### src/sbit_pkg.sv
// Package for the sorted breakpoint interpolation table.
// Holds the table size, field widths, item and result types, codes and sequencer states.
// No dependencies.
package sbit_pkg;

    localparam int DEPTH     = 16;
    localparam int IDX_W     = $clog2(DEPTH);
    localparam int CNT_W     = $clog2(DEPTH + 1);
    localparam int VAL_W     = 16;
    localparam int INDEX_W   = 4;
    localparam int DIV_STEPS = 16;
    localparam int STEP_W    = $clog2(DIV_STEPS);

    localparam logic signed [VAL_W-1:0] Q88_MINUS_ONE = -16'sd256;

    typedef enum logic [1:0] {
        KIND_ADD,
        KIND_SET,
        KIND_EVAL,
        KIND_CLEAR
    } t_kind;

    typedef enum logic [1:0] {
        ST_OK,
        ST_FULL,
        ST_EMPTY
    } t_status;

    typedef enum logic [3:0] {
        S_IDLE,
        S_SCAN_RD,
        S_SCAN_CHK,
        S_SHIFT_RD,
        S_SHIFT_WR,
        S_INSERT,
        S_MUL,
        S_PREP,
        S_DIV,
        S_FIX
    } t_state;

    typedef struct packed {
        t_kind                    kind;
        logic signed [VAL_W-1:0]  point_x;
        logic signed [VAL_W-1:0]  point_y;
    } t_item;

    typedef struct packed {
        logic signed [VAL_W-1:0]  value_out;
        logic [INDEX_W-1:0]       entry_index;
        t_status                  status;
    } t_result;

endpackage

### src/sorted_breakpoint_interpolation_table.sv
// Top level of the sorted breakpoint interpolation table.
// Depends on sbit_pkg for types, codes and sizes.
//
// The table holds up to DEPTH Q8.8 breakpoints sorted by x in a memory with one write port and
// one registered read port. Every beat on start is taken while busy is low and produces exactly
// one result beat on o_strobe, one cycle wide, which the receiver must take as it comes. A clear,
// or an evaluate on an empty table, is answered straight from idle, in the cycle after the beat.
// Other items scan the memory with a read state and a check state per entry up to the first x
// not below the item's x; an insert then moves each later entry up with a read state and a write
// state per entry, and an evaluate between two breakpoints adds one multiply, one setup and a
// sixteen-step shift-subtract divide, all in one shared datapath, with busy high the whole time.
module sorted_breakpoint_interpolation_table (
    input  logic            i_clk,
    input  logic            i_rst_n,
    input  logic            start,
    output logic            busy,
    input  sbit_pkg::t_item i_item,
    output logic            o_strobe,
    output sbit_pkg::t_result o_result
);
    import sbit_pkg::*;

    t_state r_state, n_state;
    logic [CNT_W-1:0] r_cnt;
    logic r_strobe;
    t_result r_res, n_res;
    logic emit;

    logic signed [VAL_W-1:0] r_mem_x [DEPTH];
    logic signed [VAL_W-1:0] r_mem_y [DEPTH];
    logic signed [VAL_W-1:0] r_rd_x, r_rd_y;
    logic mem_we;
    logic [IDX_W-1:0] mem_waddr, rd_addr;
    logic signed [VAL_W-1:0] mem_wx, mem_wy;

    t_kind r_kind;
    logic signed [VAL_W-1:0] r_px, r_py, r_prev_x, r_prev_y;
    logic [CNT_W-1:0] r_idx, r_pos;
    logic signed [VAL_W:0] r_dy, r_dt;
    logic [VAL_W-1:0] r_dx;
    logic signed [2*VAL_W+1:0] r_prod;
    logic r_neg;
    logic [VAL_W:0] r_rem;
    logic [VAL_W-1:0] r_quo;
    logic [STEP_W-1:0] r_step;

    logic scan_end, is_eval, full, x_lt, x_eq, shift_last;
    logic [CNT_W-1:0] idx_dec;
    logic signed [VAL_W:0] y_sum;
    logic signed [VAL_W-1:0] y_avg, y_new, fix_val;
    logic signed [2*VAL_W+1:0] prod_mag;
    logic [VAL_W+2:0] trial;
    logic signed [VAL_W:0] q_signed;

    assign scan_end   = (r_idx == r_cnt);
    assign is_eval    = (r_kind == KIND_EVAL);
    assign full       = (r_cnt == CNT_W'(DEPTH));
    assign x_lt       = (r_rd_x < r_px);
    assign x_eq       = (r_rd_x == r_px);
    assign idx_dec    = r_idx - 1'b1;
    assign shift_last = (idx_dec == r_pos);
    assign y_sum      = 17'(r_rd_y) + 17'(r_py);
    assign y_avg      = y_sum[VAL_W:1];
    assign y_new      = (r_kind == KIND_ADD) ? y_avg : r_py;
    assign prod_mag   = r_prod[2*VAL_W+1] ? -r_prod : r_prod;
    assign trial      = {1'b0, r_rem, r_quo[VAL_W-1]} - {3'b000, r_dx};
    assign q_signed   = r_neg ? -$signed({1'b0, r_quo}) : $signed({1'b0, r_quo});
    assign fix_val    = VAL_W'(17'(r_prev_y) + q_signed);

    always_comb begin
        n_state = r_state;
        case (r_state)
            S_IDLE: begin
                if (start) begin
                    if (i_item.kind == KIND_CLEAR) begin
                        n_state = S_IDLE;
                    end else if (i_item.kind == KIND_EVAL && r_cnt == '0) begin
                        n_state = S_IDLE;
                    end else begin
                        n_state = S_SCAN_RD;
                    end
                end
            end
            S_SCAN_RD: begin
                if (!scan_end) begin
                    n_state = S_SCAN_CHK;
                end else if (is_eval || full) begin
                    n_state = S_IDLE;
                end else begin
                    n_state = S_INSERT;
                end
            end
            S_SCAN_CHK: begin
                if (x_lt) begin
                    n_state = S_SCAN_RD;
                end else if (x_eq) begin
                    n_state = S_IDLE;
                end else if (is_eval) begin
                    n_state = (r_idx == '0) ? S_IDLE : S_MUL;
                end else if (full) begin
                    n_state = S_IDLE;
                end else begin
                    n_state = S_SHIFT_RD;
                end
            end
            S_SHIFT_RD: n_state = S_SHIFT_WR;
            S_SHIFT_WR: n_state = shift_last ? S_INSERT : S_SHIFT_RD;
            S_INSERT:   n_state = S_IDLE;
            S_MUL:      n_state = S_PREP;
            S_PREP:     n_state = S_DIV;
            S_DIV:      n_state = (r_step == STEP_W'(DIV_STEPS - 1)) ? S_FIX : S_DIV;
            S_FIX:      n_state = S_IDLE;
            default:    n_state = S_IDLE;
        endcase
    end

    always_comb begin
        mem_we    = 1'b0;
        mem_waddr = r_idx[IDX_W-1:0];
        mem_wx    = r_px;
        mem_wy    = y_new;
        rd_addr   = r_idx[IDX_W-1:0];
        emit      = 1'b0;
        n_res     = '{value_out: '0, entry_index: '0, status: ST_OK};
        case (r_state)
            S_IDLE: begin
                if (start && i_item.kind == KIND_CLEAR) begin
                    emit = 1'b1;
                end else if (start && i_item.kind == KIND_EVAL && r_cnt == '0) begin
                    emit = 1'b1;
                    n_res.value_out = Q88_MINUS_ONE;
                    n_res.status    = ST_EMPTY;
                end
            end
            S_SCAN_RD: begin
                if (scan_end && is_eval) begin
                    emit = 1'b1;
                    n_res.value_out = r_prev_y;
                end else if (scan_end && full) begin
                    emit = 1'b1;
                    n_res.status = ST_FULL;
                end
            end
            S_SCAN_CHK: begin
                if (!x_lt && x_eq) begin
                    emit = 1'b1;
                    if (is_eval) begin
                        n_res.value_out = r_rd_y;
                    end else begin
                        mem_we = 1'b1;
                        n_res.value_out   = y_new;
                        n_res.entry_index = INDEX_W'(r_idx);
                    end
                end else if (!x_lt && is_eval && r_idx == '0) begin
                    emit = 1'b1;
                    n_res.value_out = r_rd_y;
                end else if (!x_lt && !is_eval && full) begin
                    emit = 1'b1;
                    n_res.status = ST_FULL;
                end
            end
            S_SHIFT_RD: begin
                rd_addr = idx_dec[IDX_W-1:0];
            end
            S_SHIFT_WR: begin
                mem_we = 1'b1;
                mem_wx = r_rd_x;
                mem_wy = r_rd_y;
            end
            S_INSERT: begin
                mem_we    = 1'b1;
                mem_waddr = r_pos[IDX_W-1:0];
                mem_wy    = r_py;
                emit      = 1'b1;
                n_res.value_out   = r_py;
                n_res.entry_index = INDEX_W'(r_pos);
            end
            S_FIX: begin
                emit = 1'b1;
                n_res.value_out = fix_val;
            end
            default: begin
                mem_we = 1'b0;
            end
        endcase
    end

    always_ff @(posedge i_clk) begin
        if (!i_rst_n) begin
            r_state  <= S_IDLE;
            r_cnt    <= '0;
            r_strobe <= 1'b0;
        end else begin
            r_state  <= n_state;
            r_strobe <= emit;
            if (r_state == S_IDLE && start && i_item.kind == KIND_CLEAR) begin
                r_cnt <= '0;
            end else if (r_state == S_INSERT) begin
                r_cnt <= r_cnt + 1'b1;
            end
        end
    end

    always_ff @(posedge i_clk) begin
        if (mem_we) begin
            r_mem_x[mem_waddr] <= mem_wx;
            r_mem_y[mem_waddr] <= mem_wy;
        end
        r_rd_x <= r_mem_x[rd_addr];
        r_rd_y <= r_mem_y[rd_addr];
    end

    always_ff @(posedge i_clk) begin
        if (emit) begin
            r_res <= n_res;
        end
        case (r_state)
            S_IDLE: begin
                if (start) begin
                    r_kind <= i_item.kind;
                    r_px   <= i_item.point_x;
                    r_py   <= i_item.point_y;
                    r_idx  <= '0;
                end
            end
            S_SCAN_RD: begin
                if (scan_end) begin
                    r_pos <= r_idx;
                end
            end
            S_SCAN_CHK: begin
                if (x_lt) begin
                    r_prev_x <= r_rd_x;
                    r_prev_y <= r_rd_y;
                    r_idx    <= r_idx + 1'b1;
                end else if (!x_eq) begin
                    r_pos <= r_idx;
                    r_idx <= r_cnt;
                    r_dy  <= 17'(r_rd_y) - 17'(r_prev_y);
                    r_dt  <= 17'(r_px) - 17'(r_prev_x);
                    r_dx  <= VAL_W'(r_rd_x - r_prev_x);
                end
            end
            S_SHIFT_WR: begin
                r_idx <= idx_dec;
            end
            S_MUL: begin
                r_prod <= r_dy * r_dt;
            end
            S_PREP: begin
                r_neg  <= r_prod[2*VAL_W+1];
                r_rem  <= prod_mag[2*VAL_W:VAL_W];
                r_quo  <= prod_mag[VAL_W-1:0];
                r_step <= '0;
            end
            S_DIV: begin
                if (!trial[VAL_W+2]) begin
                    r_rem <= trial[VAL_W:0];
                    r_quo <= {r_quo[VAL_W-2:0], 1'b1};
                end else begin
                    r_rem <= {r_rem[VAL_W-1:0], r_quo[VAL_W-1]};
                    r_quo <= {r_quo[VAL_W-2:0], 1'b0};
                end
                r_step <= r_step + 1'b1;
            end
            default: begin
                r_step <= r_step;
            end
        endcase
    end

    assign busy     = (r_state != S_IDLE);
    assign o_strobe = r_strobe;
    assign o_result = r_res;

`ifndef SYNTH
    a_cnt_bound: assert property (@(posedge i_clk) disable iff (!i_rst_n)
        r_cnt <= CNT_W'(DEPTH))
        else $error("breakpoint count above table size");

    a_one_answer: assert property (@(posedge i_clk) disable iff (!i_rst_n)
        (start && !busy) |=> (o_strobe || busy))
        else $error("accepted beat neither answered nor in progress");

    a_full_flag: assert property (@(posedge i_clk) disable iff (!i_rst_n)
        (o_strobe && o_result.status == ST_FULL) |-> full)
        else $error("full status while the table has room");

    a_empty_flag: assert property (@(posedge i_clk) disable iff (!i_rst_n)
        (o_strobe && o_result.status == ST_EMPTY) |->
        (r_cnt == '0 && o_result.value_out == Q88_MINUS_ONE))
        else $error("empty status with entries present or wrong value");

    a_div_rem: assert property (@(posedge i_clk) disable iff (!i_rst_n)
        (r_state == S_DIV) |-> (r_rem < {1'b0, r_dx}))
        else $error("divider remainder not below divisor");
`endif

endmodule
### config.mk
export PLATFORM = sky130hd
export DESIGN_NAME = sorted_breakpoint_interpolation_table
export DESIGN_NICKNAME = d
export VERILOG_FILES = /design/src/sbit_pkg.sv /design/src/sorted_breakpoint_interpolation_table.sv
export SDC_FILE = /design/constraint.sdc
export NUM_CORES = 2
export LEC_CHECK = 0
export CORE_MARGIN = 2
export CORE_UTILIZATION = 48
export DETAILED_ROUTE_END_ITERATION = 8
export DONT_BUFFER_PORTS = 1
export HOLD_SLACK_MARGIN = 0.12
export PLACE_DENSITY_LB_ADDON = 0.3
export SYNTH_ARGS = -nofsm -noshare
export SYNTH_HDL_FRONTEND = slang
export SYNTH_SLANG_ARGS = --single-unit
### constraint.sdc
create_clock -name i_clk -period 6.9 [get_ports i_clk]
set_input_delay 0.345 -clock i_clk [delete_from_list [all_inputs] [get_ports i_clk]]
set_output_delay 0.345 -clock i_clk [all_outputs]
set_load 0.02 [all_outputs]
# Word-level counts from Yosys, hierarchy flattened

Memories as Yosys holds them, arrays and structs flattened. A register that Yosys moved wholly into a read port is not among the register bits.
Cells that the tools add are included.

Memory bits (writable): 512
Input port bits: 37
Memories kept: 2
Logic and storage cells: 158
Output and inout bits: 24
Flip-flop bits (word level): 230

Memories:

| name    | depth | bits a word | read ports | clocked after memory_dff | wr ports | RTL line                                    | text |
|---|---|---|---|---|---|---|---|
| r_mem_x | 16    | 16          | 1          | 1                        | 1        | sorted_breakpoint_interpolation_table.sv:29 | `logic signed [VAL_W-1:0] r_mem_x [DEPTH];` |
| r_mem_y | 16    | 16          | 1          | 1                        | 1        | sorted_breakpoint_interpolation_table.sv:30 | `logic signed [VAL_W-1:0] r_mem_y [DEPTH];` |

Reduce and logical (&&, ||, !) cells: 32
Multiply operators: 1
Multiplexer cells: 64
Equality and inequality tests: 22
Bitwise logic cells: 3
Add/subtract/negate cells: 12
Order comparisons: 1

Operators with widths:

| kind               | number |
|---|---|
| $mux 16            | 9 |
| $pmux 16 s5        | 1 |
| $pmux 16 s2        | 2 |
| $mul 17x17->34     | 1 |
| $pmux 17 s2        | 1 |
| $sub 16x16->17     | 2 |
| $mux 33            | 1 |
| $neg 33->33        | 1 |
| $pmux 4 s8         | 1 |
| $mux 5             | 6 |
| $mux 3             | 7 |
| $mux 1             | 20 |
| $mux 4             | 5 |
| $sub 18x16->19     | 1 |
| $add 16x16->17     | 1 |
| $mux 17            | 1 |
| $add 16x16->16     | 1 |
| $eq 16x16->1       | 1 |
| $eq 4x3->1 const B | 4 |
| $lt 16x16->1       | 1 |
| $neg 16->16        | 1 |
| $pmux 4 s2         | 2 |
| $sub 16x16->16     | 1 |
| $pmux 5 s3         | 1 |
| 30 further kinds   | 63 |

# Depth between registers and ports, before layout

Depth after elaboration: 8
Depth in mapped cells: 24

# Worst setup path before layout

No wires, ideal clock.

Kind: register to register
Start point: register r_dy[16]
End point: register r_prod[33], data pin
Stages on the path, launching flop included: 21
Buffers on the path: 1
Arrival: 6.303 ns
Slack: 0.331 ns
Data required time: 6.634 ns
Library setup time: 0.266 ns
Cell sequence: edfxtp_1 -> clkbuf_1 -> nand2_1 -> inv_1 -> fa_1 -> fa_1 -> fa_1 -> fa_1 -> fa_1 -> inv_1 -> fa_1 -> inv_1 -> ha_1 -> a21o_1 -> a221o_1 -> a21o_1 -> o41a_1 -> a31o_2 -> a311o_1 -> mux2i_1 -> nand4_1

Cells in the longest elaborated chain, start to end: 1

RTL lines:

| item                     | RTL line                                     | text |
|---|---|---|
| start: declaration       | sorted_breakpoint_interpolation_table.sv:39  | `logic signed [VAL_W:0] r_dy, r_dt;` |
| start signal: assignment | sorted_breakpoint_interpolation_table.sv:239 | `r_dy <= 17'(r_rd_y) - 17'(r_prev_y);` |
| $mul 17x17->34           | sorted_breakpoint_interpolation_table.sv:248 | `r_prod <= r_dy * r_dt;` |
| end signal: assignment   | sorted_breakpoint_interpolation_table.sv:248 |  |
| end: declaration         | sorted_breakpoint_interpolation_table.sv:41  | `logic signed [2*VAL_W+1:0] r_prod;` |

No other way between the ends.
A chain may end at the register's enable or synchronous reset.

# Worst setup path after layout

Start point: register r_dy[5]
End point: register r_prod[33], data pin

Same word-level chain as after synthesis.

==> impl_table.tex <==
\begin{tabular}{lr}
\hline
Metric & Value \\
\hline
\multicolumn{2}{l}{\textbf{Run status}} \\
\quad Status & complete, no violations \\
\multicolumn{2}{l}{\textbf{Global route}} \\
\quad Number of antenna violations at the first check in global routing & 2 \\
\quad Leftover overflow at the end of global routing & 0 \\
\quad Global-route wire length before repair & 169 mm \\
\quad GRT Total Usage & 22.6\% \\
\quad Met1 layer usage reported by global route & 31.5\% \\
\quad Vias in the first global route & 28,500 \\
\quad Global routing met3 resource utilization & 3.62\% \\
\quad Most congested layer reported by global routing & met2 \\
\quad Fraction of met2 tracks used by global routing & 37.4\% \\
\quad Pin count of the biggest net entering global routing & 97 \\
\multicolumn{2}{l}{\textbf{Synth}} \\
\quad Yosys warnings & 0 \\
\quad Largest family of logic cells by synthesized area & adder cells \\
\quad Synth area leaders & sky130\_fd\_sc\_hd\_\_edfxtp\_1, sky130\_fd\_sc\_hd\_\_fa\_1, sky130\_fd\_sc\_hd\_\_mux4\_2 \\
\quad Portion of synthesized cell area occupied by the leading cell type & 48.0\% \\
\quad Portion of the post-synthesis area used by sequential elements & 49.8\% \\
\quad Synthesized instance count & 3,473 \\
\quad Most instantiated library cell after synthesis & sky130\_fd\_sc\_hd\_\_edfxtp\_1 \\
\quad Number of synthesized flops with an enable pin & 732 \\
\quad Synth cell count leaders & sky130\_fd\_sc\_hd\_\_edfxtp\_1, sky130\_fd\_sc\_hd\_\_inv\_1, sky130\_fd\_sc\_hd\_\_fa\_1 \\
\quad Post-synthesis cell type with the largest combined area & sky130\_fd\_sc\_hd\_\_edfxtp\_1 \\
\quad Post-synthesis share of cell area spent on and, or, nand and nor gates & 9.07\% \\
\quad XOR/XNOR Fraction of Synth Area & 3.25\% \\
\quad Most used flip-flop cell after synthesis & sky130\_fd\_sc\_hd\_\_edfxtp\_1 \\
\quad Summed instance area of the synthesized netlist & 45,800 um2 \\
\quad Flip-flop and latch count after synthesis & 774 \\
\quad Synthesized-area fraction occupied by adder cells & 18.7\% \\
\quad Number of distinct library cells after synthesis & 76 \\
\quad Post-Synthesis Net Count & 4,014 \\
\quad Proportion of synthesized flip-flops having asynchronous set or reset & 0\% \\
\quad Share of cell area taken by muxes after synthesis & 8.20\% \\
\quad Mean instance size in the synthesized netlist & 13.2 um2 \\
\quad Complex-gate fraction of the synthesized area & 6.40\% \\
\multicolumn{2}{l}{\textbf{Route}} \\
\quad Drt initial violations & 2,367 \\
\quad Routed length per placed instance & 22.2 um \\
\quad Number of DRC violations after detailed routing & 0 \\
\quad Routed Wire Length & 110 mm \\
\quad Antenna Violating Nets Remaining & 0 \\
\quad Detailed Routing Iterations Pass 1 & 7 \\
\quad Vias per cell & 5.67 \\
\quad Vias after detailed routing & 28,100 \\
\multicolumn{2}{l}{\textbf{Clock network}} \\
\quad Number of buffers added by the clock tree synthesis step & 79 \\
\quad Clock sink count & 774 \\
\quad Count of H-tree levels built during CTS & 3 \\
\quad Cell at the root of the clock tree & sky130\_fd\_sc\_hd\_\_clkbuf\_16 \\
\quad CTS tree & done \\
\quad Clock Path Buffers & 3 \\
\quad Clock transition at path regs & 70 ps \\
\quad Clock Latency Late Sink & 650 ps \\
\multicolumn{2}{l}{\textbf{Timing}} \\
\quad Final slew viol count & 0 \\
\quad Final hold violation count & 0 \\
\quad Slew HR & 13.9\% \\
\quad Worst-Margin Slew & 1290 ps \\
\quad Final Cycle Share & 97.2\% \\
\quad Post-route minimum period & 6710 ps \\
\quad Max Clk Rate & 149 MHz \\
\quad Number of setup violations in the final report & 0 \\
\quad Fin Hold WS & 240 ps \\
\quad Clock Skews & 31.3 ps \\
\multicolumn{2}{l}{\textbf{Hold path}} \\
\quad Class of the most critical hold timing path & input pin to flop \\
\multicolumn{2}{l}{\textbf{Cells and area}} \\
\quad Synthesis-to-layout area growth & 12.4\% \\
\quad Count of filler cells inserted in the layout & 7,805 \\
\quad Fin cells & 4,950 \\
\quad Share of layout cells above drive strength 1 & 13.6\% \\
\quad Count of antenna diodes in the layout & 0 \\
\quad Net count reported at finish & 4,166 \\
\multicolumn{2}{l}{\textbf{Pwr}} \\
\quad VDD IR max & 0.425 mV \\
\quad Flop pwr share & 34.0\% \\
\quad Leakage power total & 19.7 nW \\
\quad Part of the power in the clock network & 25.7\% \\
\quad Switching power summed over all nets & 5.84 mW \\
\quad Post-layout total power & 17.1 mW \\
\quad Sw Share & 34.2\% \\
\quad Internal Power & 11.2 mW \\
\quad Pwr Density & 331 nW/um2 \\
\quad Proportion of power drawn by combinational gates & 40.3\% \\
\multicolumn{2}{l}{\textbf{Setup path}} \\
\quad Critical path required time & 7300 ps \\
\quad Endpoint of the most critical register-to-register path & r\_prod[33] \\
\quad Worst endpoint data arrival time & 7110 ps \\
\quad Reg2reg start & r\_dy[5] \\
\quad Register-to-Register Path Depth & 20 \\
\quad Worst setup SP type & flop \\
\quad Highest net fanout along the worst path & 13 \\
\quad CP endpoint kind & flop \\
\quad Launching instance or port of the critical path & r\_dy[5] \\
\quad Path type of the worst setup path & flop to flop \\
\quad Worst setup slack for register-to-register paths & 190 ps \\
\quad Critical path destination & r\_prod[33] \\
\multicolumn{2}{l}{\textbf{Floorplanning}} \\
\quad Floorplan die area & 97,900 um2 \\
\quad Floorplan die height & 313 um \\
\quad Initial Util & 48.4\% \\
\quad Core area & 94,700 um2 \\
\quad Horizontal die dimension & 313 um \\
\quad Std-Cell Rows & 113 \\
\quad I/O pin count & 61 \\
\multicolumn{2}{l}{\textbf{Placed design}} \\
\quad Number of I/O port buffers & 0 \\
\quad Global placer's final weighted congestion & 0.912 \\
\quad Total half-perimeter wirelength after legalization and detailed placement & 77.4 mm \\
\quad Number of placed cells counting well taps & 4,741 \\
\multicolumn{2}{l}{\textbf{Run}} \\
\quad Number of max-capacitance violations reported & 0 \\
\hline
\end{tabular}
power groups by stage:
stage / sequential [mW] / clock, mW / combinational (mW)
final: 5.81 / 4.39 / 6.87
after CTS: 5.81 / 4.45 / 6.68
after floorplan: 5.82 / 0 / 4.87
after global routing: 5.81 / 4.64 / 7.70
after global placement: 5.90 / 0 / 6.55
after detailed placement: 5.91 / 0 / 6.57
kinds of logic after synthesis:
logic type | after synthesis
compound gates | 452
xor+xnor | 170
fa+ha+maj | 504
buf+inv | 556
flops | 774
mux | 175
simple gates | 842
how the worst min path moves through the flow:
stage	slack, ps	cells after the start	startpoint	end
floorplan	430	0	r_rd_x[0]	r_prev_x[0]
global placement	440	0	i_item[22]	r_px[6]
global route	250	3	start	r_idx[4]
finish	240	3	start	r_idx[0]
CTS	210	3	start	r_idx[4]
detailed placement	440	0	i_item[17]	r_px[1]
state kept, by name, indices dropped and copies added (netlist names), 16 cells and up:
signal / cells
o_result: 22
r_prod: 34
r_rem: 17
r_px: 16
r_quo: 16
r_mem_y: 256
r_rd_x: 16
r_prev_y: 16
r_mem_x: 256
r_rd_y: 16
r_py: 16
r_dy: 17
r_dt: 17
r_prev_x: 16
r_dx: 16
area by class of cell:
type,instances,area [um2],area share [%]
flip-flops and latches,774,22800,44.3
clock buffers,96,2120,4.12
multi-input cells,2143,21200,41.2
inverters,442,1660,3.22
clock inverters,45,536,1.04
repair buffers,185,1560,3.02
well taps,1265,1580,3.07
layout by cell type, fill, tap and decap left out, types with 126 or more instances in the layout:
cell type and n:
sky130_fd_sc_hd__edfxtp_1 732, sky130_fd_sc_hd__inv_1 438, sky130_fd_sc_hd__fa_1 300, sky130_fd_sc_hd__nand2_1 260, sky130_fd_sc_hd__ha_1 200, sky130_fd_sc_hd__mux4_2 160
sky130_fd_sc_hd__and2_1 155, sky130_fd_sc_hd__nor2_1 149, sky130_fd_sc_hd__buf_4 135, sky130_fd_sc_hd__o21ai_0 126
per-stage QoR:
stage,worst slack [ps],cell area (um2),util (%),setup TNS (ps)
detailed placement,119,48100,50.8,0
floorplan,331,45800,-,0
finish,191,51500,54.4,0
global placement,217,48100,50.8,0
CTS,106,51100,54.0,0
global route,-33.0,51500,54.4,-34.2
critical path, stage by stage (launching register included):
cell	delay, ps
sky130_fd_sc_hd__edfxtp_1	430
sky130_fd_sc_hd__buf_4	170
sky130_fd_sc_hd__buf_4	180
sky130_fd_sc_hd__and2_1	180
sky130_fd_sc_hd__fa_1	490
sky130_fd_sc_hd__fa_1	530
sky130_fd_sc_hd__fa_1	450
sky130_fd_sc_hd__fa_1	510
sky130_fd_sc_hd__fa_1	500
sky130_fd_sc_hd__inv_1	50
sky130_fd_sc_hd__fa_1	470
sky130_fd_sc_hd__inv_1	50
sky130_fd_sc_hd__ha_1	300
sky130_fd_sc_hd__a21o_1	180
sky130_fd_sc_hd__a221o_1	360
sky130_fd_sc_hd__a21o_1	190
sky130_fd_sc_hd__o41a_1	460
sky130_fd_sc_hd__a31o_4	250
sky130_fd_sc_hd__a311o_1	450
sky130_fd_sc_hd__mux2i_1	180
sky130_fd_sc_hd__nand4_1	100
per-layer routing:
layer | part of all wire (%) | up-vias
li1 | - | 12600
met1 | 42 | 14400
met2 | 49 | 916
met3 | 6.6 | 146
met4 | 2.3 | 4
met5 | 0.021 | -
timing repair:
| action | in CTS | in global routing |
|---|---|---|
| hold endpoints to repair | 45 | 0 |
| buffers inserted | 0 | 32 |
| hold buffers | 36 | 0 |
| resized for setup | 0 | 23 |
| setup endpoints to repair | 0 | 3 |
Note: power is estimated with default switching activity, not from simulation.
